**src/hw/rtl/sswd_ram.sv**
```systemverilog
// Generic single write port, single read port RAM with registered read data.
// No dependencies.
`default_nettype none
module sswd_ram #(
  parameter int WIDTH = 8,
  parameter int DEPTH = 16
) (
  input  wire logic                                   clk_i,
  input  wire logic                                   we_i,
  input  wire logic [(DEPTH > 1 ? $clog2(DEPTH) : 1)-1:0] waddr_i,
  input  wire logic [WIDTH-1:0]                       wdata_i,
  input  wire logic [(DEPTH > 1 ? $clog2(DEPTH) : 1)-1:0] raddr_i,
  output logic [WIDTH-1:0]                            rdata_o
);

  logic [WIDTH-1:0] mem_q [DEPTH];

  always_ff @(posedge clk_i) begin
    if (we_i) begin
      mem_q[waddr_i] <= wdata_i;
    end
    rdata_o <= mem_q[raddr_i];
  end

endmodule
`default_nettype wire

```
**config.mk**
```make
export PLATFORM = sky130hd
export DESIGN_NAME = sswd_ram
export DESIGN_NICKNAME = d
export VERILOG_FILES = /design/src/hw/rtl/sswd_ram.sv
export SDC_FILE = /design/constraint.sdc
export NUM_CORES = 1
export LEC_CHECK = 0
export ABC_AREA = 0
export BUFFER_PORTS_ARGS = -buffer_cell sky130_fd_sc_hd__buf_2
export CAP_MARGIN = 20
export CORE_UTILIZATION = 60
export DETAILED_ROUTE_END_ITERATION = 6
export MAX_ROUTING_LAYER = met4
export PLACE_DENSITY_LB_ADDON = 0.2
export RECOVER_POWER = 50
export SLEW_MARGIN = 40
export SYNTH_ARGS = -nofsm -noshare
export SYNTH_HDL_FRONTEND = slang
export SYNTH_SLANG_ARGS = --single-unit
```
**constraint.sdc**
```tcl
create_clock -name clk_i -period 1.9 [get_ports clk_i]
set_input_delay 0 -clock clk_i [delete_from_list [all_inputs] [get_ports clk_i]]
set_output_delay 0 -clock clk_i [all_outputs]
set_load 0.05 [all_outputs]
```
# After elaboration in Yosys (flattened, before gate mapping)
# Memory sizes are Yosys's and may differ from the RTL's. A register that Yosys moved wholly into a read port is not among the register bits.
# Index checks and enable logic that the tools add are counted.
# totals
reg_bits,0
ramBits,128
inputBits,18
output_inout_bits,8
wordCells,3
mem_count,1
# op_classes
muxes,2
# memory_table
name,words,width,rd,rd_ports_with_merged_regs,wr,line_no,text
mem_q,16,8,1,1,1,16,logic [WIDTH-1:0] mem_q [DEPTH];
# ops
operator,n
2-to-1 mux 1 bit,2

# Depth between registers and ports, before layout
# depth
depth_word,2
ltp_mapped,5
depth_no_buf,3

# Least setup slack after synthesis
# Ideal clock, no wire load.
# synth_timing
path_kind,input to register
from,input waddr_i[2] (netlist name)
to,memory mem_q[0][0] (enable)
setup_time_ns,0.383
arrival_ns,1.110
required_time_ns,1.517
path_slack_ns,0.407
stages,2
cell_sequence,or3b_2 nor3_1
# synth_lines
item,line_no,text
"start, declared",10,"input wire logic [(DEPTH > 1 ? $clog2(DEPTH) : 1)-1:0] waddr_i,"
"end, declared",16,
# No word-level cell before the write port.

# Worst setup path in the final report
# layout_timing
from,input waddr_i[0] (netlist name)
to,memory mem_q[4][1] (enable)
# No word-level cell before the write port.

==> flow_summary.ini <==
[pwr]
seq_power_share_pct = 48.0
p_clk_share_pct = 46.4
cellLeakagePower_nw = 2.10
p_int_w = 0.00557
switching_share_pct = 20.8
p_per_area_nw_per_um2 = 1140
ir_drop_uv = 734
pwr-share-comb_pct = 5.6
net-switching-power_w = 0.00146

[hold_path]
hold_start = waddr_i[1]
hold_class = input port to register

[sta]
finalClockSkew_ps = 6.86
worst_slew_pin_slew_ps = 756
final-hold-violation-count = 0
setup_violations = 0
finalSetupTns_ps = 0
min_period_ps = 1470
fin_ws_ps = 429
min_period_over_period_pct = 77.4
max_freq_mhz = 680
rsz0062_at_grt = no
slew_viol_final = 0
maxSlewHeadroom_pct = 49.4

[placed_design]
place_congestion = 0.763
hpwl_um = 6000
place_ws_ps = 473
place_area_um2 = 5490
placed_cells = 368
port_buffers = 25

[worst_setup_path]
r2r_slack_ps = 510
reg2reg_depth = 3
path_depth = 4
crit_arrival_ps = 1690
crit_slowest_cell = dlygate4sd3_1
crit_end = mem_q[4][1]$_DFFE_PP_
worstPathRequired_ps = 2120
start_kind = input port
r2r_end = rdata_o[2]$_DFF_P_
crit_family = buffers and inverters
worst_setup_path_end_kind = register
crit_type = input port to register
slowest_delay_ps = 650
crit_buf_inv = 3
cp_max_fo = 7
r2r-start = mem_q[9][2]$_DFFE_PP_
crit_start = waddr_i[0]
cpMostUsedCell = dlygate4sd3_1
worstPathCellList = dlygate4sd3_1, clkbuf_1, nor3_1, dlygate4sd3_1

[global_routing]
grt_pass1_wl_um = 15100
antenna_found_initial = 0
grt_remaining_overflow = 0
grt_max_degree = 33
grt_pass1_vias = 2544
grt.total_usage_pct = 26.6

[drt]
antenna_left = 0
drc = 0
wl_per_cell_um = 25.6
drt_iter0_drc = 220
drt-total-wl_um = 10500
drtPass1Iterations = 5
viasPerCell = 6.27
dr_total_vias = 2571

[yosys]
yosys_register_bits = 136
synth_top_area_share_pct = 74.7
synth.net_count = 247
yosysUniqueCellTypes = 19
yosys_warnings = 0
synth.cell_area_um2 = 5150
yosysSeqAreaShare_pct = 77.8
synth_area_per_cell_um2 = 22.5
synth.area.top_cells = edfxtp_1 75%, mux4_2 7.9%, mux4_1 7.1%
netlist_instances = 229
synth_top_area_cell = edfxtp_1

[job]
drv_cap = 0

[floorplan]
die_x_um = 94.6
core_um2 = 8260
rows = 33
io_pins = 26
die_h_um = 94.6
dieArea_um2 = 8950
start_util_pct = 62.3

[layout]
postLayoutCoreUtil_pct = 74.7
fin_area_um2 = 6170
nFillCells = 481
final_nets = 310
fin_cells = 410
layout-drive-gt1-share_pct = 27.2
area_delta_synth_final_pct = 19.8
antenna_cells = 0

[clocking]
clk_latency_ps = 510
cts_resized = 0
postCtsHoldBufs = 10
clk_pin_slew_ps = 60
root_buffer = clkbuf_8
cts_tree = built
cts_setup_buffers = 0
htree_num_levels = 4
numCtsBuffers = 17
cts_buffer_depth = 2
clock-sinks = 136

[outcome]
run_status = finished clean
## cells by family after synthesis
group,synth area share [%]
flops,77.8
simple gates,3.18
mux,15.0
compound gates,2.33
buf+inv,1.68
## worst reg2reg max path, delay by kind of cell (launching register included)
| kind | cells | cell delay, ps |
|---|---|---|
| AND/OR/NAND/NOR | 1 | 130 |
| AO/OA/AOI/OAI | 1 | 280 |
| flip-flops | 1 | 350 |
| multiplexers | 1 | 500 |
## state kept, by name, indices dropped and copies added (netlist names)
name,cells
mem_q,128
rdata_o,8
## metrics by stage
stage	hold WS, ps	total power (W)
2_1_floorplan	98.9	0.00367
3_3_place_gp	379	0.00381
3_5_place_dp	397	0.00382
4_1_cts	55.9	0.00706
5_1_grt	78.1	0.00719
6_report	81.5	0.00703
## cell usage after synthesis (all sizes together)
library cell   instances
edfxtp               128
and2b                  1
buf                    7
a22oi                 16
nand3b                 2
nand2b                 2
and2                   1
mux4                  32
clkdlybuf4s25          3
or3b                   1
nor2b                  1
nor2                  13
dfxtp                  8
nand3                  1
nand2                  9
nor3                   4
## routing by layer
metal  global-route usage [%]  vias to the layer above  share of wire, %
li1                         -                     1101                 -
met1                     35.2                     1299                42
met2                     37.5                      140                47
met3                     8.05                       31               7.5
met4                     14.1                        0               3.6
met5                        -                        -                 0
## how the worst min path moves through the flow
stage                                  end  slack (ps)  cells past startpoint
global route         mem_q[0][6]$_DFFE_PP_          80                      3
global placement     mem_q[7][6]$_DFFE_PP_         380                      1
CTS                  mem_q[0][6]$_DFFE_PP_          60                      3
finish               mem_q[0][6]$_DFFE_PP_          80                      3
detailed placement  mem_q[12][2]$_DFFE_PP_         400                      1
floorplan            mem_q[0][0]$_DFFE_PP_         100                      0
## cells in the final DEF (no fill, tap or decap), types with 4 or more instances in the layout
cell,count
clkbuf_1,12
buf_2,16
nor2_1,13
nor3_1,4
mux4_1,14
a22oi_1,16
edfxtp_1,128
mux4_2,18
clkbuf_16,16
dlygate4sd3_1,10
dfxtp_1,8
buf_4,16
nand2_1,9
## layout make-up
| type | count | area [um2] | area share, % |
|---|---|---|---|
| clock buffers | 21 | 449 | 7.28 |
| clock inverters | 11 | 149 | 2.41 |
| multi-input cells | 83 | 1060 | 17.1 |
| flip-flops and latches | 136 | 4000 | 64.9 |
| well taps | 105 | 131 | 2.13 |
| repair buffers | 54 | 378 | 6.13 |
## power groups by stage
stage | Sequential (W) | Combinational [W] | Clock [W]
detailed placement | 0.00344 | 0.000379 | 0
floorplan | 0.00350 | 0.000170 | 0
CTS | 0.00338 | 0.000397 | 0.00329
global route | 0.00338 | 0.000415 | 0.00340
finish | 0.00338 | 0.000392 | 0.00326
global placement | 0.00343 | 0.000372 | 0
No activity file was read; power rests on OpenSTA's default activity.
