--- config.mk ---
export PLATFORM = sky130hd
export DESIGN_NAME = sswd_ctrl
export DESIGN_NICKNAME = d
export VERILOG_FILES = /design/src/hw/rtl/sswd_pkg.sv /design/src/hw/rtl/sswd_ctrl.sv
export SDC_FILE = /design/constraint.sdc
export NUM_CORES = 1
export LEC_CHECK = 0
export BUFFER_PORTS_ARGS = -buffer_cell sky130_fd_sc_hd__buf_2
export CAP_MARGIN = 20
export CORE_AREA = 4 4 41 43
export DETAILED_ROUTE_END_ITERATION = 10
export DIE_AREA = 0 0 45 47
export PLACE_DENSITY_LB_ADDON = 0.08
export SKIP_LAST_GASP = 1
export SLEW_MARGIN = 15
export SYNTH_ARGS = -nofsm -noshare
export SYNTH_HDL_FRONTEND = slang
export SYNTH_SLANG_ARGS = --single-unit
--- constraint.sdc ---
create_clock -name clk_i -period 1.69 [get_ports clk_i]
set_clock_uncertainty 0.1 [all_clocks]
set_input_delay 0.0845 -clock clk_i [delete_from_list [all_inputs] [get_ports clk_i]]
set_output_delay 0.0845 -clock clk_i [all_outputs]
set_load 0.02 [all_outputs]
--- src/hw/rtl/sswd_pkg.sv ---
// Package for the SYN scan window detector: field widths, register indexes,
// result codes and the command / status bundles between controller and datapath.
// No dependencies.
`default_nettype none
package sswd_pkg;

  localparam int ADDR_W     = 32;
  localparam int PORT_W     = 16;
  localparam int TIME_W     = 48;
  localparam int CFG_IDX_W  = 2;
  localparam int CFG_DATA_W = 32;
  localparam int ALERT_W    = 5;

  localparam logic [CFG_IDX_W-1:0] REG_LAN_LOW     = 2'd0;
  localparam logic [CFG_IDX_W-1:0] REG_LAN_HIGH    = 2'd1;
  localparam logic [CFG_IDX_W-1:0] REG_WINDOW_US   = 2'd2;
  localparam logic [CFG_IDX_W-1:0] REG_ALERT_COUNT = 2'd3;

  localparam logic [31:0] LAN_LOW_RST     = 32'hAC10_0001;
  localparam logic [31:0] LAN_HIGH_RST    = 32'hAC20_FFFE;
  localparam logic [31:0] WINDOW_US_RST   = 32'd2000000;
  localparam logic [4:0]  ALERT_COUNT_RST = 5'd10;

  typedef enum logic [1:0] {
    RES_ZERO,
    RES_DROP,
    RES_CHECKED,
    RES_ALERT
  } res_sel_e;

  typedef struct packed {
    logic     cap_in;
    logic     cnt_clr;
    logic     src_rd;
    logic     new_src;
    logic     dup_rd;
    logic     append;
    logic     prune_rd;
    logic     prune_step;
    logic     src_wb;
    logic     res_load;
    res_sel_e res_sel;
    logic     out_load;
  } dp_cmd_t;

  typedef struct packed {
    logic gate_ok;
    logic src_last;
    logic found;
    logic free_ok;
    logic fill_zero;
    logic dup_last;
    logic dup;
    logic prune_go;
    logic out_free;
  } dp_stat_t;

endpackage
`default_nettype wire

--- src/hw/rtl/sswd_ctrl.sv ---
// Controller state machine of the SYN scan window detector.
// Depends on sswd_pkg for the command and status bundles.
`default_nettype none
module sswd_ctrl (
  input  wire logic              clk_i,
  input  wire logic              rst_ni,
  input  wire logic              in_valid_i,
  output logic                   in_ready_o,
  input  wire sswd_pkg::dp_stat_t stat_i,
  output sswd_pkg::dp_cmd_t      cmd_o
);
  import sswd_pkg::*;

  localparam logic [3:0] ST_IDLE = 4'd0;
  localparam logic [3:0] ST_GATE = 4'd1;
  localparam logic [3:0] ST_SRC  = 4'd2;
  localparam logic [3:0] ST_SRCW = 4'd3;
  localparam logic [3:0] ST_SRCD = 4'd4;
  localparam logic [3:0] ST_DUP  = 4'd5;
  localparam logic [3:0] ST_DUPW = 4'd6;
  localparam logic [3:0] ST_DUPD = 4'd7;
  localparam logic [3:0] ST_APP  = 4'd8;
  localparam logic [3:0] ST_PRD  = 4'd9;
  localparam logic [3:0] ST_PRC  = 4'd10;
  localparam logic [3:0] ST_WB   = 4'd11;
  localparam logic [3:0] ST_DONE = 4'd12;

  logic [3:0] state_q, state_d;

  always_ff @(posedge clk_i or negedge rst_ni) begin
    if (!rst_ni) begin
      state_q <= ST_IDLE;
    end else begin
      state_q <= state_d;
    end
  end

  always_comb begin
    state_d    = state_q;
    cmd_o      = '0;
    in_ready_o = 1'b0;
    case (state_q)
      ST_IDLE: begin
        in_ready_o = 1'b1;
        if (in_valid_i) begin
          cmd_o.cap_in = 1'b1;
          state_d      = ST_GATE;
        end
      end
      ST_GATE: begin
        if (stat_i.gate_ok) begin
          cmd_o.cnt_clr = 1'b1;
          state_d       = ST_SRC;
        end else begin
          cmd_o.res_load = 1'b1;
          cmd_o.res_sel  = RES_ZERO;
          state_d        = ST_DONE;
        end
      end
      ST_SRC: begin
        cmd_o.src_rd = 1'b1;
        if (stat_i.src_last) begin
          state_d = ST_SRCW;
        end
      end
      ST_SRCW: state_d = ST_SRCD;
      ST_SRCD: begin
        if (stat_i.found) begin
          if (stat_i.fill_zero) begin
            state_d = ST_APP;
          end else begin
            cmd_o.cnt_clr = 1'b1;
            state_d       = ST_DUP;
          end
        end else if (stat_i.free_ok) begin
          cmd_o.new_src  = 1'b1;
          cmd_o.res_load = 1'b1;
          cmd_o.res_sel  = RES_CHECKED;
          state_d        = ST_DONE;
        end else begin
          cmd_o.res_load = 1'b1;
          cmd_o.res_sel  = RES_DROP;
          state_d        = ST_DONE;
        end
      end
      ST_DUP: begin
        cmd_o.dup_rd = 1'b1;
        if (stat_i.dup_last) begin
          state_d = ST_DUPW;
        end
      end
      ST_DUPW: state_d = ST_DUPD;
      ST_DUPD: begin
        if (stat_i.dup) begin
          cmd_o.res_load = 1'b1;
          cmd_o.res_sel  = RES_CHECKED;
          state_d        = ST_DONE;
        end else begin
          state_d = ST_APP;
        end
      end
      ST_APP: begin
        cmd_o.append = 1'b1;
        state_d      = ST_PRD;
      end
      ST_PRD: begin
        cmd_o.prune_rd = 1'b1;
        state_d        = ST_PRC;
      end
      ST_PRC: begin
        if (stat_i.prune_go) begin
          cmd_o.prune_step = 1'b1;
          state_d          = ST_PRD;
        end else begin
          state_d = ST_WB;
        end
      end
      ST_WB: begin
        cmd_o.src_wb   = 1'b1;
        cmd_o.res_load = 1'b1;
        cmd_o.res_sel  = RES_ALERT;
        state_d        = ST_DONE;
      end
      ST_DONE: begin
        if (stat_i.out_free) begin
          cmd_o.out_load = 1'b1;
          state_d        = ST_IDLE;
        end
      end
      default: state_d = ST_IDLE;
    endcase
  end

endmodule
`default_nettype wire

### Word-level counts from Yosys, hierarchy flattened

Cells that the tools add are included.

* output and inout bits: 14
* register bits: 4
* word-level logic and storage cells: 53

* multiplexer cells: 34
* equal/unequal tests: 16
* reduce and logical (&&, ||, !) cells: 2

Operators with widths (count)
* $pmux W4 S13: 1
* $mux W4: 7
* $eq A4 B4 Y1 const B: 5
* $mux W1: 18
* $eq A4 B3 Y1 const B: 4
* $mux W3: 4
* $pmux W3 S4: 1
* $eq A4 B2 Y1 const B: 2
* $ne A2 B2 Y1 const B: 4
* $eq A4 B1 Y1 const B: 1
* $logic_not A4 Y1: 1
* $mux W2: 2
* $reduce_and A4 Y1: 1
* $pmux W1 S2: 1

### Depth between registers and ports, before layout

Gate-level depths: netlist of run 1.

* depth in word-level cells: 3
* depth in mapped cells: 5
* mapped depth without buffers: 4

### Least setup slack after synthesis of run 1

Ideal clock, no wire load.

* path type: register to output
* from: register state_q[1]
* to: output cmd_o[12] (netlist name)
* data required time: 1505 ps
* slack: -49 ps
* stages on the path, launching flop included: 5
* data arrival time: 1554 ps
* cells stage by stage: dfrtp_1 or2_1 buf_6 nor3_1 and2_1

RTL lines
* start: declaration: line sswd_ctrl.sv:28 `logic [3:0] state_q, state_d;`
* start signal: assignment: line sswd_ctrl.sv:34 `state_q <= state_d;`
* end: declaration: line sswd_ctrl.sv:10 `output sswd_pkg::dp_cmd_t cmd_o`

==> results of run 1 <==
[worst max-delay path by stage]
stage	endpoint	slack, ps	from
after CTS	cmd_o[2]	-120	state_q[1]
after detailed placement	state_q[2]	-10	state_q[2]
after global placement	state_q[2]	30	state_q[2]
after global routing	cmd_o[2]	-190	state_q[1]
final	cmd_o[2]	-110	state_q[1]
after floorplan	cmd_o[2]	0.3	state_q[1]
[cell type report]
cell class / instances / area share
Sequential cell: 4 / 0.1125
Timing Repair Buffer: 45 / 0.3496
Tap cell: 15 / 0.02033
Multi-Input combinational cell: 56 / 0.4688
Inverter: 6 / 0.02439
Clock buffer: 3 / 0.02439
[where the power goes]
part	switching (uW)	internal, uW	total (uW)	leakage [uW]
registers	40.3	147	188	0.0000453
logic	707	595	1300	0.000383
clock network	41.4	79.6	121	0.0000138
total	789	822	1610	0.000442
[worst max-delay path, delay by kind of cell, from the launching register on]
family | cells | cell delay [ps]
simple gates | 3 | 750
flops | 1 | 400
buf+inv | 1 | 130
compound gates | 1 | 100
[synth_stat cells, types with 2 or more instances]
master / instances / area [sq um]
buf_4: 2 / 15.01
nand2b_1: 2 / 12.51
o221ai_1: 2 / 17.52
nor2_1: 6 / 22.52
buf_2: 2 / 10.01
a31oi_1: 2 / 12.51
a21oi_1: 3 / 15.01
o21ai_0: 4 / 20.02
nor3_1: 6 / 30.03
dfrtp_1: 4 / 100.1
inv_1: 5 / 18.77
nand2_1: 6 / 22.52
o22ai_1: 2 / 12.51
nor2b_1: 2 / 12.51
[layer usage]
layer / GRT usage / up-vias / wire [microns]
met5: 0 / - / 0
met4: 0.1930 / 0 / 109
met3: 0.03831 / 12 / 176
met2: 0.3164 / 48 / 997
met1: 0.2552 / 335 / 697
li1: - / 343 / -
[per-stage QoR]
stage | instances | TNS, ps | instance area (sq um)
3_3_place_gp | 118 | 0 | 719.4
6_report | 129 | -463.9 | 923.4
5_1_grt | 129 | -926.8 | 923.4
3_5_place_dp | 118 | -12.27 | 719.4
2_1_floorplan | 71 | 0 | 521.8
4_1_cts | 129 | -385.1 | 845.8
[cells by family after synthesis]
group	share of synthesized area
DFF	0.1937
xor gates and xnor gates	0.01695
buffers and inverters	0.1138
and+or+nand+nor	0.3608
AOI/OAI and AO/OA	0.2930
muxes	0.02179
[what timing repair did]
item / 4_1_cts / 5_1_grt
gates resized for setup: 12 / 18
hold endpoints to repair: 6 / 0
pin swaps: 1 / 6
buffers inserted: 5 / 0
hold buffers: 3 / 0
setup endpoints to repair: 7 / 13
==> out/metrics.yaml, run 1 <==
clocking:
  tritoncts: "done"
  cts_root_buffer: "clkbuf_4"
  cts.sinks: 4
  clockBufferDepth: 2
  cts_made_buffers: 3
  clk_latency_ps: 240
  cts.clk_slew.worst_paths_ps: 40
  h-tree-depth: 1
setup_path:
  required_ps: 1510
  cp_max_fo: 3
  cpMaxStageDelayCell: "dfrtp_2"
  ff2ff_setup_slack_ps: -80
  arrival_ps: 1620
  worst_r2r_path_depth: 5
  worstReg2RegStart: "state_q[1]"
  critical_path.reg2reg.endpoint: "state_q[2]"
  crit_chain: "or2_4 -> or3_4 -> nor2_4 -> a31o_1 -> buf_4"
  slowest_delay_ps: 400
  worstSetupPathType: "register to output pin"
  start_kind: "register"
  end_kind: "output pin"
status:
  violations: "setup timing"
  status: "finished with violations"
timing:
  fmax_mhz: 554.6
  finalSetupViolCount: 6
  fin_ws_ps: -113.0
  worst_pin_slew_ps: 330.6
  min_period_ps: 1803
  finalMaxSlewViolations: 0
  finalCritPeriodShare: 1.067
  rsz0062_at_grt: "yes"
  holdWs_ps: 79.34
  hold_viol: 0
  slew_headroom: 0.7786
synth:
  syn_inst: 71
  synthArstFlopShare: 1.000
  postSynthNetCount: 83
  yosysUniqueCellTypes: 37
  synth_edf_count: 0
  synth_area_sq_um: 516.7
  syn_area_per_cell_sq_um: 7.278
  seq_area_frac_synth: 0.1937
  ys_warn_count: 0
  ys_seq_elements: 4
  synthFlopType: "dfrtp_1"
routing:
  drt-wirelength-per-cell_microns: 15.35
  vias: 738
  ant_nets: 0
  wl_mm: 1.980
  detail_route.first_pass.iterations: 4
  via_per_inst: 5.721
  drt_iter0_drc: 35
  remaining_drc_errors: 0
cells_and_area:
  seq_area_sq_um: 103.9
  drive_above_1_share: 0.5877
  largest_registers: "state_q x4"
  areaGrowthSynthToFinish_pct: 78.69
  nets: 128
  regMostFlops: "state_q"
  largest_reg_flops: 4
  antenna-diode-count: 0
  fillers: 119
  multi_input_area_sq_um: 432.9
  finish.utilization: 0.7096
  final_cell_mix: "18 x buf_2, 18 x buf_4, 6 x nand2_1, 6 x nor2_1, 6 x buf_6"
placement:
  portBuffers: 25
  dp_hpwl_mm: 1.328
  dpl_worst_slack_ps: -12.27
  gp_congestion: 0.7674
global_route:
  grt_pass1_wl_mm: 3.187
  grtUsageTotal: 0.2109
  grt_pass1_vias: 717
  antenna_found_initial: 0
  grt_overflow_total: 0
  grt_max_degree: 10
die:
  core_sq_um: 1301
  num_io_pins: 26
  die_height_microns: 47
  initial_core_util: 0.3971
  dieArea_sq_um: 2115
  die_width_microns: 45
  rows: 13
job:
  maxCapViolCount: 0
hold_path:
  hold_class: "input port to async pin"
power:
  cellPowerDensity_nw_per_um2: 1744
  finalPower_uw: 1611
  leakagePower_uw: 0.0004422
  peakVddDrop_mv: 0.9428
No activity file was read; power rests on OpenSTA's default activity.
==> inputs of run 2 (changes only) <==
--- a/config.mk
+++ b/config.mk
@@ -8,9 +8,11 @@
 export BUFFER_PORTS_ARGS = -buffer_cell sky130_fd_sc_hd__buf_2
 export CAP_MARGIN = 20
 export CORE_AREA = 4 4 41 43
+export CTS_CLUSTER_DIAMETER = 150
 export DETAILED_ROUTE_END_ITERATION = 10
 export DIE_AREA = 0 0 45 47
 export PLACE_DENSITY_LB_ADDON = 0.08
+export RECOVER_POWER = 25
 export SKIP_LAST_GASP = 1
 export SLEW_MARGIN = 15
 export SYNTH_ARGS = -nofsm -noshare
==> run 2 against run 1 <==
  * The run still ends with setup timing left
  * Setup slack did not move
  * Clock power barely moved
  * First-iteration DRC count fell by 8.6%
  * Fmax did not move
  * Critical path depth did not move
  * Wire length fell by 0.10%
  * Utilization fell by 0.096 points
  * Via count did not move
  * Cell count did not move
  * Highest routed layer unchanged
==> out/metrics.yaml, run 2 (synthesis gave the netlist of run 1 again) <==
status:
  status: "finished with violations"  # unchanged
  violations: "setup timing"  # unchanged
clocking:
  clk_latency_ps: 240  # about the same
  h-tree-depth: 1  # unchanged
  tritoncts: "done"  # unchanged
  cts_made_buffers: 3  # unchanged
  cts_root_buffer: "clkbuf_4"  # unchanged
  clockBufferDepth: 2  # unchanged
  cts.sinks: 4  # unchanged
  cts.clk_slew.worst_paths_ps: 40  # about the same
routing:
  remaining_drc_errors: 0  # unchanged
  vias: 738  # unchanged
  drt-wirelength-per-cell_microns: 15.33  # was 15.35 microns
  via_per_inst: 5.721  # unchanged
  ant_nets: 0  # unchanged
  detail_route.first_pass.iterations: 4  # unchanged
  wl_mm: 1.978  # was 1.980 mm
  drt_iter0_drc: 32  # was 35
timing:
  rsz0062_at_grt: "yes"  # unchanged
  worst_pin_slew_ps: 330.6  # unchanged
  fin_ws_ps: -113.0  # unchanged
  hold_viol: 0  # unchanged
  finalSetupViolCount: 6  # unchanged
  finalCritPeriodShare: 1.067  # unchanged
  slew_headroom: 0.7786  # unchanged
  fmax_mhz: 554.6  # unchanged
  min_period_ps: 1803  # unchanged
  finalMaxSlewViolations: 0  # unchanged
setup_path:
  cp_max_fo: 3  # unchanged
  arrival_ps: 1620  # about the same
  start_kind: "register"  # unchanged
  end_kind: "output pin"  # unchanged
  worstSetupPathType: "register to output pin"  # unchanged
  ff2ff_setup_slack_ps: -80  # about the same
  required_ps: 1510  # about the same
cells_and_area:
  final_common_cell: "buf_4"
  antenna-diode-count: 0  # unchanged
  largest_registers: "state_q x4"  # unchanged
  nets: 128  # unchanged
  fillers: 120  # was 119
  areaGrowthSynthToFinish_pct: 78.45  # was 78.69%
  largest_reg_flops: 4  # unchanged
  drive_above_1_share: 0.5789  # was 0.5877
  finish.utilization: 0.7087  # was 0.7096
  regMostFlops: "state_q"  # unchanged
  final_cell_mix: "18 x buf_4, 17 x buf_2, 6 x nand2_1, 6 x nor2_1, 6 x buf_6"  # was 18 x buf_2, 18 x buf_4, 6 x nand2_1, 6 x nor2_1, 6 x buf_6
global_route:
  grt_pass1_vias: 717  # unchanged
  grtUsageTotal: 0.2109  # unchanged
  antenna_found_initial: 0  # unchanged
  grt_max_degree: 10  # unchanged
  grt_pass1_wl_mm: 3.187  # unchanged
  grt_overflow_total: 0  # unchanged
job:
  maxCapViolCount: 0  # unchanged
placement:
  gp_congestion: 0.7674  # unchanged
  dp_hpwl_mm: 1.328  # unchanged
  dpl_worst_slack_ps: -12.27  # unchanged
  portBuffers: 25  # unchanged
power:
  peakVddDrop_mv: 0.9428  # about the same
  leakagePower_uw: 0.0004394  # was 0.0004422 uW
  cellPowerDensity_nw_per_um2: 1746  # was 1744 nW/um^2
die:
  core_sq_um: 1301  # unchanged
  die_height_microns: 47  # unchanged
  initial_core_util: 0.3971  # unchanged
  die_width_microns: 45  # unchanged
  rows: 13  # unchanged
  num_io_pins: 26  # unchanged
  dieArea_sq_um: 2115  # unchanged
hold_path:
  hold_class: "input port to async pin"  # unchanged
run 2: what timing repair did:
| item | 4_1_cts | 5_1_grt |
|---|---|---|
| setup endpoints to repair | 7 | 13 |
| gates resized for setup | 12 | 18 |
| buffers inserted | 5 | 0 |
| hold buffers | 3 | 0 |
| pin swaps | 1 | 6 |
| hold endpoints to repair | 6 | 0 |
run 2: critical path, stage by stage (launching register included):
cell and delay (ps):
dfrtp_2 400, or2_4 250, or3_4 400, nor2_4 100, a31o_1 100, buf_4 130
run 2: routing by layer:
layer	up-vias	wire length (microns)	track usage
met2	48	997	0.3164
met4	0	109	0.1930
met5	-	0	0
met1	335	695	0.2552
li1	343	-	-
met3	12	176	0.03831
run 2: final cells by class:
type / instances / area, sq um / area share
timing repair buffer: 45 / 321.6 / 0.3487
inverter: 6 / 22.52 / 0.02442
sequential: 4 / 103.9 / 0.1126
multi-input combinational: 56 / 432.9 / 0.4695
tap: 15 / 18.77 / 0.02035
clock buffer: 3 / 22.52 / 0.02442
run 2: where the power goes:
group	switching, uW	leakage [uW]	total [uW]	internal (uW)
combinational	707	0.000380	1300	594
sequential	40.3	0.0000453	188	147
clock	41.4	0.0000138	121	79.6
run 2: path summary, 6_finish.rpt:
kind	startpoint	end	cells after the start
min in group clk_i	stat_i[0]	state_q[3]	4
setup / recovery	state_q[1]	cmd_o[2]	5
hold reg to reg	state_q[2]	state_q[3]	2
max in group asynchronous	rst_ni	state_q[1]	2
hold / removal	rst_ni	state_q[3]	2
setup reg to reg	state_q[1]	state_q[2]	5
run 2: per-stage QoR:
| stage | hold slack [ps] | power (uW) | cell area [sq um] | std cells | TNS, ps |
|---|---|---|---|---|---|
| after floorplan | -311.1 | 866.3 | 521.8 | 71 | 0 |
| after global placement | -202.3 | 1178 | 719.4 | 118 | 0 |
| after detailed placement | -207.4 | 1193 | 719.4 | 118 | -12.27 |
| after CTS | 77.50 | 1451 | 845.8 | 129 | -385.1 |
| after global routing | 117.3 | 1749 | 922.1 | 129 | -926.8 |
| final | 100.3 | 1610 | 922.1 | 129 | -463.8 |
