$ cat src/hw/rtl/sswd_pkg.sv
// Package for the SYN scan window detector: field widths, register indexes,
// result codes and the command / status bundles between controller and datapath.
// No dependencies.
`default_nettype none
package sswd_pkg;

  localparam int ADDR_W     = 32;
  localparam int PORT_W     = 16;
  localparam int TIME_W     = 48;
  localparam int CFG_IDX_W  = 2;
  localparam int CFG_DATA_W = 32;
  localparam int ALERT_W    = 5;

  localparam logic [CFG_IDX_W-1:0] REG_LAN_LOW     = 2'd0;
  localparam logic [CFG_IDX_W-1:0] REG_LAN_HIGH    = 2'd1;
  localparam logic [CFG_IDX_W-1:0] REG_WINDOW_US   = 2'd2;
  localparam logic [CFG_IDX_W-1:0] REG_ALERT_COUNT = 2'd3;

  localparam logic [31:0] LAN_LOW_RST     = 32'hAC10_0001;
  localparam logic [31:0] LAN_HIGH_RST    = 32'hAC20_FFFE;
  localparam logic [31:0] WINDOW_US_RST   = 32'd2000000;
  localparam logic [4:0]  ALERT_COUNT_RST = 5'd10;

  typedef enum logic [1:0] {
    RES_ZERO,
    RES_DROP,
    RES_CHECKED,
    RES_ALERT
  } res_sel_e;

  typedef struct packed {
    logic     cap_in;
    logic     cnt_clr;
    logic     src_rd;
    logic     new_src;
    logic     dup_rd;
    logic     append;
    logic     prune_rd;
    logic     prune_step;
    logic     src_wb;
    logic     res_load;
    res_sel_e res_sel;
    logic     out_load;
  } dp_cmd_t;

  typedef struct packed {
    logic gate_ok;
    logic src_last;
    logic found;
    logic free_ok;
    logic fill_zero;
    logic dup_last;
    logic dup;
    logic prune_go;
    logic out_free;
  } dp_stat_t;

endpackage
`default_nettype wire

$ cat src/hw/rtl/sswd_dp.sv
// Datapath of the SYN scan window detector: input and config registers, scan
// counter, source and pair compares, ring arithmetic, pruning and output register.
// Depends on sswd_pkg; drives the source and entry RAMs instantiated at the top.
`default_nettype none
module sswd_dp #(
  parameter int SOURCES = 16,
  parameter int WINDOW  = 16,
  parameter int SIW     = (SOURCES > 1) ? $clog2(SOURCES) : 1,
  parameter int HW      = $clog2(WINDOW),
  parameter int FW      = $clog2(WINDOW + 1),
  parameter int EAW     = $clog2(SOURCES * WINDOW),
  parameter int SRW     = 32 + HW + FW,
  parameter int ERW     = 96
) (
  input  wire logic                         clk_i,
  input  wire logic                         rst_ni,
  input  wire sswd_pkg::dp_cmd_t            cmd_i,
  output sswd_pkg::dp_stat_t                stat_o,
  input  wire logic [127:0]                 in_data_i,
  input  wire logic [1:0]                   in_user_i,
  input  wire logic                         cfg_we_i,
  input  wire logic [sswd_pkg::CFG_IDX_W-1:0]  cfg_idx_i,
  input  wire logic [sswd_pkg::CFG_DATA_W-1:0] cfg_data_i,
  output logic                              src_we_o,
  output logic [SIW-1:0]                    src_waddr_o,
  output logic [SRW-1:0]                    src_wdata_o,
  output logic [SIW-1:0]                    src_raddr_o,
  input  wire logic [SRW-1:0]               src_rdata_i,
  output logic                              ent_we_o,
  output logic [EAW-1:0]                    ent_waddr_o,
  output logic [ERW-1:0]                    ent_wdata_o,
  output logic [EAW-1:0]                    ent_raddr_o,
  input  wire logic [ERW-1:0]               ent_rdata_i,
  output logic                              out_valid_o,
  input  wire logic                         out_ready_i,
  output logic [2:0]                        out_res_o
);
  import sswd_pkg::*;

  localparam int CW = (SIW > HW) ? SIW : HW;
  localparam int LW = (CW + 1 > FW) ? CW + 1 : FW;

  function automatic logic [HW-1:0] wrap(input logic [HW:0] a);
    if (a >= (HW+1)'(WINDOW)) begin
      return HW'(a - (HW+1)'(WINDOW));
    end
    return a[HW-1:0];
  endfunction

  // captured request
  logic [31:0] src_q, dst_q;
  logic [15:0] port_q;
  logic [47:0] time_q;
  logic        syn_q, ack_q;

  logic [31:0] lan_lo_q, lan_hi_q, win_q;
  logic [4:0]  alert_q;

  logic [CW-1:0]  cnt_q;
  logic           src_cmp_q, dup_cmp_q;
  logic [SIW-1:0] cmp_idx_q;
  logic           found_q, free_ok_q, dup_q;
  logic [SIW-1:0] fidx_q, free_idx_q;
  logic [HW-1:0]  head_q;
  logic [FW-1:0]  fill_q;
  logic [SOURCES-1:0] used_q;
  logic [2:0]     res_q;
  logic           out_valid_q;
  logic [2:0]     out_res_q;

  logic [31:0]    rd_key;
  logic [HW-1:0]  rd_head;
  logic [FW-1:0]  rd_fill;
  logic [31:0]    e_dst;
  logic [15:0]    e_port;
  logic [47:0]    e_time, age;
  logic [EAW-1:0] base_f, base_n;
  logic [HW-1:0]  dup_slot, app_head, app_slot;
  logic [FW-1:0]  app_fill;
  logic           ring_full;
  logic [CW:0]    cnt_p1;

  assign rd_key  = src_rdata_i[SRW-1 -: 32];
  assign rd_head = src_rdata_i[HW+FW-1:FW];
  assign rd_fill = src_rdata_i[FW-1:0];
  assign e_dst   = ent_rdata_i[95:64];
  assign e_port  = ent_rdata_i[63:48];
  assign e_time  = ent_rdata_i[47:0];

  assign base_f    = EAW'(fidx_q * WINDOW);
  assign base_n    = EAW'(free_idx_q * WINDOW);
  assign dup_slot  = wrap({1'b0, head_q} + {1'b0, cnt_q[HW-1:0]});
  assign ring_full = fill_q >= FW'(WINDOW);
  assign app_head  = ring_full ? wrap({1'b0, head_q} + (HW+1)'(1)) : head_q;
  assign app_fill  = ring_full ? FW'(WINDOW - 1) : fill_q;
  assign app_slot  = wrap({1'b0, app_head} + (HW+1)'(app_fill));
  assign age       = (time_q > e_time) ? (time_q - e_time) : '0;
  assign cnt_p1    = {1'b0, cnt_q} + (CW+1)'(1);

  assign stat_o.gate_ok   = syn_q && !ack_q && (lan_lo_q <= dst_q) && (dst_q <= lan_hi_q);
  assign stat_o.src_last  = cnt_q == CW'(SOURCES - 1);
  assign stat_o.found     = found_q;
  assign stat_o.free_ok   = free_ok_q;
  assign stat_o.fill_zero = fill_q == '0;
  assign stat_o.dup_last  = LW'(cnt_p1) >= LW'(fill_q);
  assign stat_o.dup       = dup_q;
  assign stat_o.prune_go  = (fill_q != '0) && (age > {16'd0, win_q});
  assign stat_o.out_free  = !out_valid_q || out_ready_i;

  // source table ports
  assign src_raddr_o = cnt_q[SIW-1:0];
  assign src_we_o    = cmd_i.new_src || cmd_i.src_wb;
  assign src_waddr_o = cmd_i.new_src ? free_idx_q : fidx_q;
  assign src_wdata_o = cmd_i.new_src ? {src_q, HW'(0), FW'(1)} : {src_q, head_q, fill_q};

  // entry ring ports
  assign ent_we_o    = cmd_i.new_src || cmd_i.append;
  assign ent_waddr_o = cmd_i.new_src ? base_n : base_f + EAW'(app_slot);
  assign ent_wdata_o = {dst_q, port_q, time_q};
  assign ent_raddr_o = cmd_i.prune_rd ? base_f + EAW'(head_q) : base_f + EAW'(dup_slot);

  assign out_valid_o = out_valid_q;
  assign out_res_o   = out_res_q;

  always_ff @(posedge clk_i) begin
    if (cmd_i.cap_in) begin
      src_q  <= in_data_i[31:0];
      dst_q  <= in_data_i[63:32];
      port_q <= in_data_i[79:64];
      time_q <= in_data_i[127:80];
      syn_q  <= in_user_i[0];
      ack_q  <= in_user_i[1];
    end
  end

  always_ff @(posedge clk_i or negedge rst_ni) begin
    if (!rst_ni) begin
      lan_lo_q <= LAN_LOW_RST;
      lan_hi_q <= LAN_HIGH_RST;
      win_q    <= WINDOW_US_RST;
      alert_q  <= ALERT_COUNT_RST;
    end else if (cfg_we_i) begin
      case (cfg_idx_i)
        REG_LAN_LOW:     lan_lo_q <= cfg_data_i;
        REG_LAN_HIGH:    lan_hi_q <= cfg_data_i;
        REG_WINDOW_US:   win_q    <= cfg_data_i;
        REG_ALERT_COUNT: alert_q  <= cfg_data_i[ALERT_W-1:0];
        default: ;
      endcase
    end
  end

  always_ff @(posedge clk_i or negedge rst_ni) begin
    if (!rst_ni) begin
      cnt_q       <= '0;
      src_cmp_q   <= 1'b0;
      dup_cmp_q   <= 1'b0;
      cmp_idx_q   <= '0;
      found_q     <= 1'b0;
      free_ok_q   <= 1'b0;
      dup_q       <= 1'b0;
      fidx_q      <= '0;
      free_idx_q  <= '0;
      head_q      <= '0;
      fill_q      <= '0;
      used_q      <= '0;
      res_q       <= '0;
      out_valid_q <= 1'b0;
      out_res_q   <= '0;
    end else begin
      src_cmp_q <= cmd_i.src_rd;
      dup_cmp_q <= cmd_i.dup_rd;
      if (cmd_i.src_rd) begin
        cmp_idx_q <= cnt_q[SIW-1:0];
      end
      if (cmd_i.cnt_clr) begin
        cnt_q <= '0;
      end else if (cmd_i.src_rd || cmd_i.dup_rd) begin
        cnt_q <= cnt_q + CW'(1);
      end
      if (cmd_i.cap_in) begin
        found_q   <= 1'b0;
        free_ok_q <= 1'b0;
        dup_q     <= 1'b0;
      end
      // compare stage of the source scan, one read behind the counter
      if (src_cmp_q) begin
        if (used_q[cmp_idx_q]) begin
          if (!found_q && rd_key == src_q) begin
            found_q <= 1'b1;
            fidx_q  <= cmp_idx_q;
            head_q  <= rd_head;
            fill_q  <= rd_fill;
          end
        end else if (!free_ok_q) begin
          free_ok_q  <= 1'b1;
          free_idx_q <= cmp_idx_q;
        end
      end
      if (dup_cmp_q && e_dst == dst_q && e_port == port_q) begin
        dup_q <= 1'b1;
      end
      if (cmd_i.new_src) begin
        used_q[free_idx_q] <= 1'b1;
      end
      if (cmd_i.append) begin
        head_q <= app_head;
        fill_q <= app_fill + FW'(1);
      end else if (cmd_i.prune_step) begin
        head_q <= wrap({1'b0, head_q} + (HW+1)'(1));
        fill_q <= fill_q - FW'(1);
      end
      if (cmd_i.res_load) begin
        case (cmd_i.res_sel)
          RES_ZERO:    res_q <= 3'b000;
          RES_DROP:    res_q <= 3'b110;
          RES_CHECKED: res_q <= 3'b010;
          RES_ALERT:   res_q <= {2'b01, 32'(fill_q) >= 32'(alert_q)};
          default:     res_q <= 3'b000;
        endcase
      end
      if (cmd_i.out_load) begin
        out_valid_q <= 1'b1;
        out_res_q   <= res_q;
      end else if (out_ready_i) begin
        out_valid_q <= 1'b0;
      end
    end
  end

endmodule
`default_nettype wire

$ cat config.mk
export PLATFORM = sky130hd
export DESIGN_NAME = sswd_dp
export DESIGN_NICKNAME = d
export VERILOG_FILES = /design/src/hw/rtl/sswd_pkg.sv /design/src/hw/rtl/sswd_dp.sv
export SDC_FILE = /design/constraint.sdc
export NUM_CORES = 1
export LEC_CHECK = 0
export CORE_AREA = 2 2 193 195
export DETAILED_ROUTE_END_ITERATION = 10
export DIE_AREA = 0 0 195 197
export DONT_BUFFER_PORTS = 1
export PLACE_DENSITY = 0.66
export REMOVE_ABC_BUFFERS = 1
export SLEW_MARGIN = 30
export SYNTH_ARGS = -nofsm -noshare
export SYNTH_HDL_FRONTEND = slang
export SYNTH_SLANG_ARGS = --single-unit
$ cat constraint.sdc
create_clock -name clk_i -period 7.9 [get_ports clk_i]
set_input_delay 1.58 -clock clk_i [delete_from_list [all_inputs] [get_ports clk_i]]
set_output_delay 1.58 -clock clk_i [all_outputs]
set_load 0.03 [all_outputs]
### Yosys cells after proc, flatten, opt, wreduce, memory -nomap -nowiden

Cells that the tools add are included.

| storage, ports and cells | value |
|---|---|
| bits in registers | 284 |
| bits of input ports | 318 |
| output and inout bits | 176 |
| logic and storage cells | 145 |

| operators by class | value |
|---|---|
| add/sub/neg operators | 14 |
| order comparisons | 13 |
| eq/ne operators | 10 |
| muxes and demuxes | 48 |
| bitwise operators | 3 |
| reductions and logical operators | 32 |

Operators by type and width:

| cell | count |
|---|---|
| == test 32 bit | 2 |
| less-or-equal comparator 32 bit | 2 |
| 2-to-1 mux 4 bit | 16 |
| greater-than comparator 48 x 32 -> 1 bit | 1 |
| greater-than comparator 48 bit | 1 |
| 2-to-1 mux 48 bit | 1 |
| subtractor 48 bit | 1 |
| 2-to-1 mux 5 bit | 6 |
| adder 8 x 4 -> 8 bit | 3 |
| >= comparator 5 bit, second input constant | 4 |
| 2-to-1 mux 1 bit | 19 |
| == test 16 bit | 1 |
| 2-to-1 mux 8 bit | 2 |
| OR 16 bit | 1 |
| case mux 3 bit (4 select lines) | 1 |
| subtractor 4 x 1 -> 4 bit, second input constant | 3 |
| adder 4 x 1 -> 5 bit, second input constant | 2 |
| >= comparator 5 bit | 2 |
| < comparator 4 x 5 -> 1 bit, second input constant | 2 |
| 2-to-1 mux 9 bit | 1 |
| AND reduction 3 bit | 3 |
| nonzero test 3 bit | 3 |
| == test 2 bit, second input constant | 4 |
| logical AND 1 bit | 8 |
| other kinds (18) | 31 |

### Depth between registers and ports, before layout

| logic depth | value |
|---|---|
| word-level depth | 11 |
| mapped depth | 26 |
| mapped depth without buffers | 25 |

### Least setup slack after synthesis

OpenSTA, ideal clock, no wires.

| timing path | value |
|---|---|
| path kind | input to output |
| start point | input port ent_rdata_i[0] |
| end point | output port stat_o[1] (netlist name) |
| arrival time | 6.579 ns |
| required time | 6.320 ns |
| slack | -0.259 ns |
| stages | 25 |
| path buffers | 1 |
| path through | ha_1 > inv_1 > fa_1 > a21o_1 > a311o_1 > a211oi_1 > nor2_1 > o21ai_1 > a21boi_0 > nor2_1 > o21ai_1 > nand2_1 > clkbuf_1 > nor2_1 > ha_1 > a21o_1 > a21o_1 > a21oi_1 > o22ai_1 > o41ai_1 > a21oi_1 > or4_1 > or4_1 > nor2_1 > nor3_1 |

RTL lines:

| item | line | source |
|---|---|---|
| start: declaration | sswd_dp.sv:33 | `input wire logic [ERW-1:0] ent_rdata_i,` |
| end: declaration | sswd_dp.sv:18 | `output sswd_pkg::dp_stat_t stat_o,` |

==> qor.json <==
{
  "synth_edf_count": 130,
  "drc": 0,
  "flow.area_growth_from_synthesis_pct": 15.0,
  "syn_avg_cell_area_sq_um": 10.5,
  "antenna_found_initial": 4,
  "data_arrival_time_of_the_critical_path_ns": 6.29,
  "die_area_sq_um": 38400,
  "layout_worst_path_cycle_share_pct": 99.6,
  "site_rows": 70,
  "drt-initial-drc-count": 842,
  "tritoncts_clock_tree": "done",
  "critical_path.endpoint_type": "output port",
  "max_cap_viol_count": 0,
  "fillers": 3202,
  "crit_top_cell": "sky130_fd_sc_hd__buf_4",
  "final_design_area_no_fill_sq_um": 20400,
  "timing.final.ws_setup_ns": 0.0297,
  "critical-path-max-stage-delay_ns": 0.34,
  "unrepaired_setup_endpoints_after_global_routing": "yes",
  "placed_cell_area_sq_um": 19100,
  "mappedNetlistArea_sq_um": 17800,
  "cts_root_buf": "sky130_fd_sc_hd__clkbuf_16",
  "wl_um": 54100,
  "grt_overflow_total": 0,
  "grt_pass1_vias": 14000,
  "initial_utilization_pct": 49.0,
  "postSynth.topFlopCell": "sky130_fd_sc_hd__edfxtp_1",
  "post_route_cells_drive_above_1_share_pct": 21.8,
  "post_cts_hold_buffer_count": 0,
  "grt_first_pass_wirelength_um": 82100,
  "synth_cells": 1699,
  "die_height_um": 197,
  "post-synth-top-area-cell": "sky130_fd_sc_hd__edfxtp_1",
  "synth_seq_area_share_pct": 43.9,
  "asyncSetResetFlopFracSynth_pct": 54.2,
  "yosysWarnings": 0,
  "drv_slew": 0,
  "maximum_number_of_pins_on_one_net_before_global_route_repair": 155,
  "drt-vias-per-instance": 5.83,
  "route.detailed.wl_per_inst_um": 23.4,
  "firstDrtPassIters": 5,
  "hold_violations": 0,
  "period_minus_slack_ns": 7.87,
  "dr_total_vias": 13500,
  "setup_total_negative_slack_ns": 0,
  "critical_path.slowest_cell": "sky130_fd_sc_hd__fa_2",
  "placeableCoreArea_sq_um": 36300,
  "setup_cp_type": "in2out",
  "postRouteAntennaNets": 0,
  "dp_hpwl_um": 43200,
  "clock_path_buffers": 3,
  "slew_headroom_pct": 31.5,
  "required_ns": 6.32,
  "design.portCount": 494,
  "timing.hold.worst_path_depth": 1,
  "skew_ns": 0.0201,
  "ctsHtreeMaxLevel": 2,
  "timing.critical_path.from_type": "input pin",
  "clock_sinks": 284,
  "clkSlewWorstSetupHoldPaths_ns": 0.06,
  "power_per_cell_area_nw_per_um2": 254,
  "final.hold.worst_slack_ns": 0.461,
  "yosysUniqueCellTypes": 76,
  "setup_viol": 0,
  "synthMostInstantiatedCell": "sky130_fd_sc_hd__inv_1",
  "path_depth_of_the_worst_reg2reg_path": 9,
  "run_status": "finished clean",
  "worst_hold_path_type": "reg2reg",
  "io_buffer_count": 0,
  "power.ir.vdd_worst_mv": 0.192,
  "synth.top_cells.by_count": "sky130_fd_sc_hd__inv_1, sky130_fd_sc_hd__ha_1, sky130_fd_sc_hd__edfxtp_1",
  "worst_skew_pair.late_latency_ns": 0.55,
  "critical_path.max_fanout": 2,
  "standby_leakage_power_nw": 9.21,
  "achievable-frequency_mhz": 127,
  "tot_gr_track_use_pct": 28.0,
  "yosys-top-cells-area": "sky130_fd_sc_hd__edfxtp_1, sky130_fd_sc_hd__dfrtp_1, sky130_fd_sc_hd__ha_1",
  "fin_nets": 2307,
  "synth-seq-cells": 284,
  "detailedPlace.worstSlack_ns": -0.607,
  "cts-buffers-inserted": 34,
  "max_slew.worst_pin.slew_ns": 1.02,
  "synthDominantCellAreaShare_pct": 22.0,
  "die_width_um": 195,
  "gpl.final_weighted_congestion": 0.944
}
-- worst paths after layout --
check	startpoint	to	slack, ns
worst max-delay path	ent_rdata_i[0]	stat_o[1]	0.03
worst min-delay path	used_q[0]	used_q[0]	0.46
worst max register to register	src_q[27]	fill_q[3]	5.05
worst min register to register	used_q[0]	used_q[0]	0.46
max in group asynchronous	rst_ni	lan_hi_q[1]	6.85
min in group asynchronous	rst_ni	head_q[0]	0.73
-- cell families (layout without fill, tap and decap cells) --
family	count (synthesis)	in the layout	synth area share (%)
XOR/XNOR	125	125	6.16
other	0	2	0
adder cells (fa/ha/maj)	168	168	12.0
multiplexers	131	131	8.56
AND/OR/NAND/NOR	390	390	11.0
AO/OA/AOI/OAI	355	355	12.9
flip-flops	284	284	43.9
buffers and inverters	246	393	5.51
-- critical path: cells and delay by family --
kind / cells / cell delay (ns)
buf+inv: 19 / 2.30
compound gates: 7 / 1.44
simple gates: 3 / 0.49
fa+ha+maj: 2 / 0.47
-- placed cells by master (no fill, tap or decap), types with 11 or more instances in the layout --
cell type	count
sky130_fd_sc_hd__nand2b_1	19
sky130_fd_sc_hd__nor2_1	96
sky130_fd_sc_hd__a211oi_1	11
sky130_fd_sc_hd__o21ai_0	64
sky130_fd_sc_hd__o21a_1	22
sky130_fd_sc_hd__xnor2_1	44
sky130_fd_sc_hd__nand4_1	49
sky130_fd_sc_hd__a21oi_1	105
sky130_fd_sc_hd__buf_4	144
sky130_fd_sc_hd__dfrtp_1	119
sky130_fd_sc_hd__ha_1	165
sky130_fd_sc_hd__mux2_2	118
sky130_fd_sc_hd__nand3_1	28
sky130_fd_sc_hd__xor2_1	81
sky130_fd_sc_hd__a21o_1	49
sky130_fd_sc_hd__o21bai_1	15
sky130_fd_sc_hd__inv_1	184
sky130_fd_sc_hd__clkbuf_16	35
sky130_fd_sc_hd__or2_2	13
sky130_fd_sc_hd__nor3_1	21
sky130_fd_sc_hd__nor4_1	19
sky130_fd_sc_hd__nor2b_1	17
sky130_fd_sc_hd__dfstp_2	35
sky130_fd_sc_hd__nand2_1	85
sky130_fd_sc_hd__edfxtp_1	130
-- metrics by stage --
step                      instances  utilization, %  power (mW)
after floorplan                1638               -        3.14
after global placement         2230            52.5        3.56
after detailed placement       2230            52.5        3.61
after CTS                      2314            56.3        5.23
after global routing           2315            56.3        5.48
final                          2316            56.3        5.20
-- sequential cells by signal (all words and copies together) (netlist names), 3 cells and up --
| register | flops |
|---|---|
| alert_q | 5 |
| cmp_idx_q | 4 |
| dst_q | 32 |
| fidx_q | 4 |
| fill_q | 5 |
| free_idx_q | 4 |
| head_q | 4 |
| lan_hi_q | 32 |
| lan_lo_q | 32 |
| out_res_o | 3 |
| port_q | 16 |
| res_q | 3 |
| src_q | 32 |
| src_raddr_o | 4 |
| time_q | 48 |
| used_q | 16 |
| win_q | 32 |
-- area by class of cell --
type                       instances  area (sq um)  area share [%]
multi-input combinational       1169          9100            44.5
inverter                         185           694            3.40
tap                              468           586            2.87
clock buffer                      45           933            4.57
timing repair buffer             147          1130            5.54
sequential                       284          7800            38.2
antenna                            2          5.00          0.0245
clock inverter                    16           183           0.894
-- routing by layer --
| layer | wire length, um | track usage (%) | part of all wire (%) |
|---|---|---|---|
| met4 | 1620 | 8.40 | 3.0 |
| met2 | 26600 | 49.0 | 49 |
| met3 | 3590 | 6.02 | 6.6 |
| met1 | 22300 | 34.7 | 41 |
| met5 | 30 | 0 | 0.055 |
-- repair_timing --
item,CTS,global route
setup buffers,24,0
pin swaps,16,1
gates resized for setup,15,6
setup endpoints to repair,1,1
-- report_power, final --
group,switching (mW),leakage [nW],internal (mW)
Sequential,0.318,3.09,1.79
Clock,0.638,0.551,0.938
Combinational,0.843,5.56,0.671
Total,1.80,9.21,3.40
(Power assumes the default switching activity.)
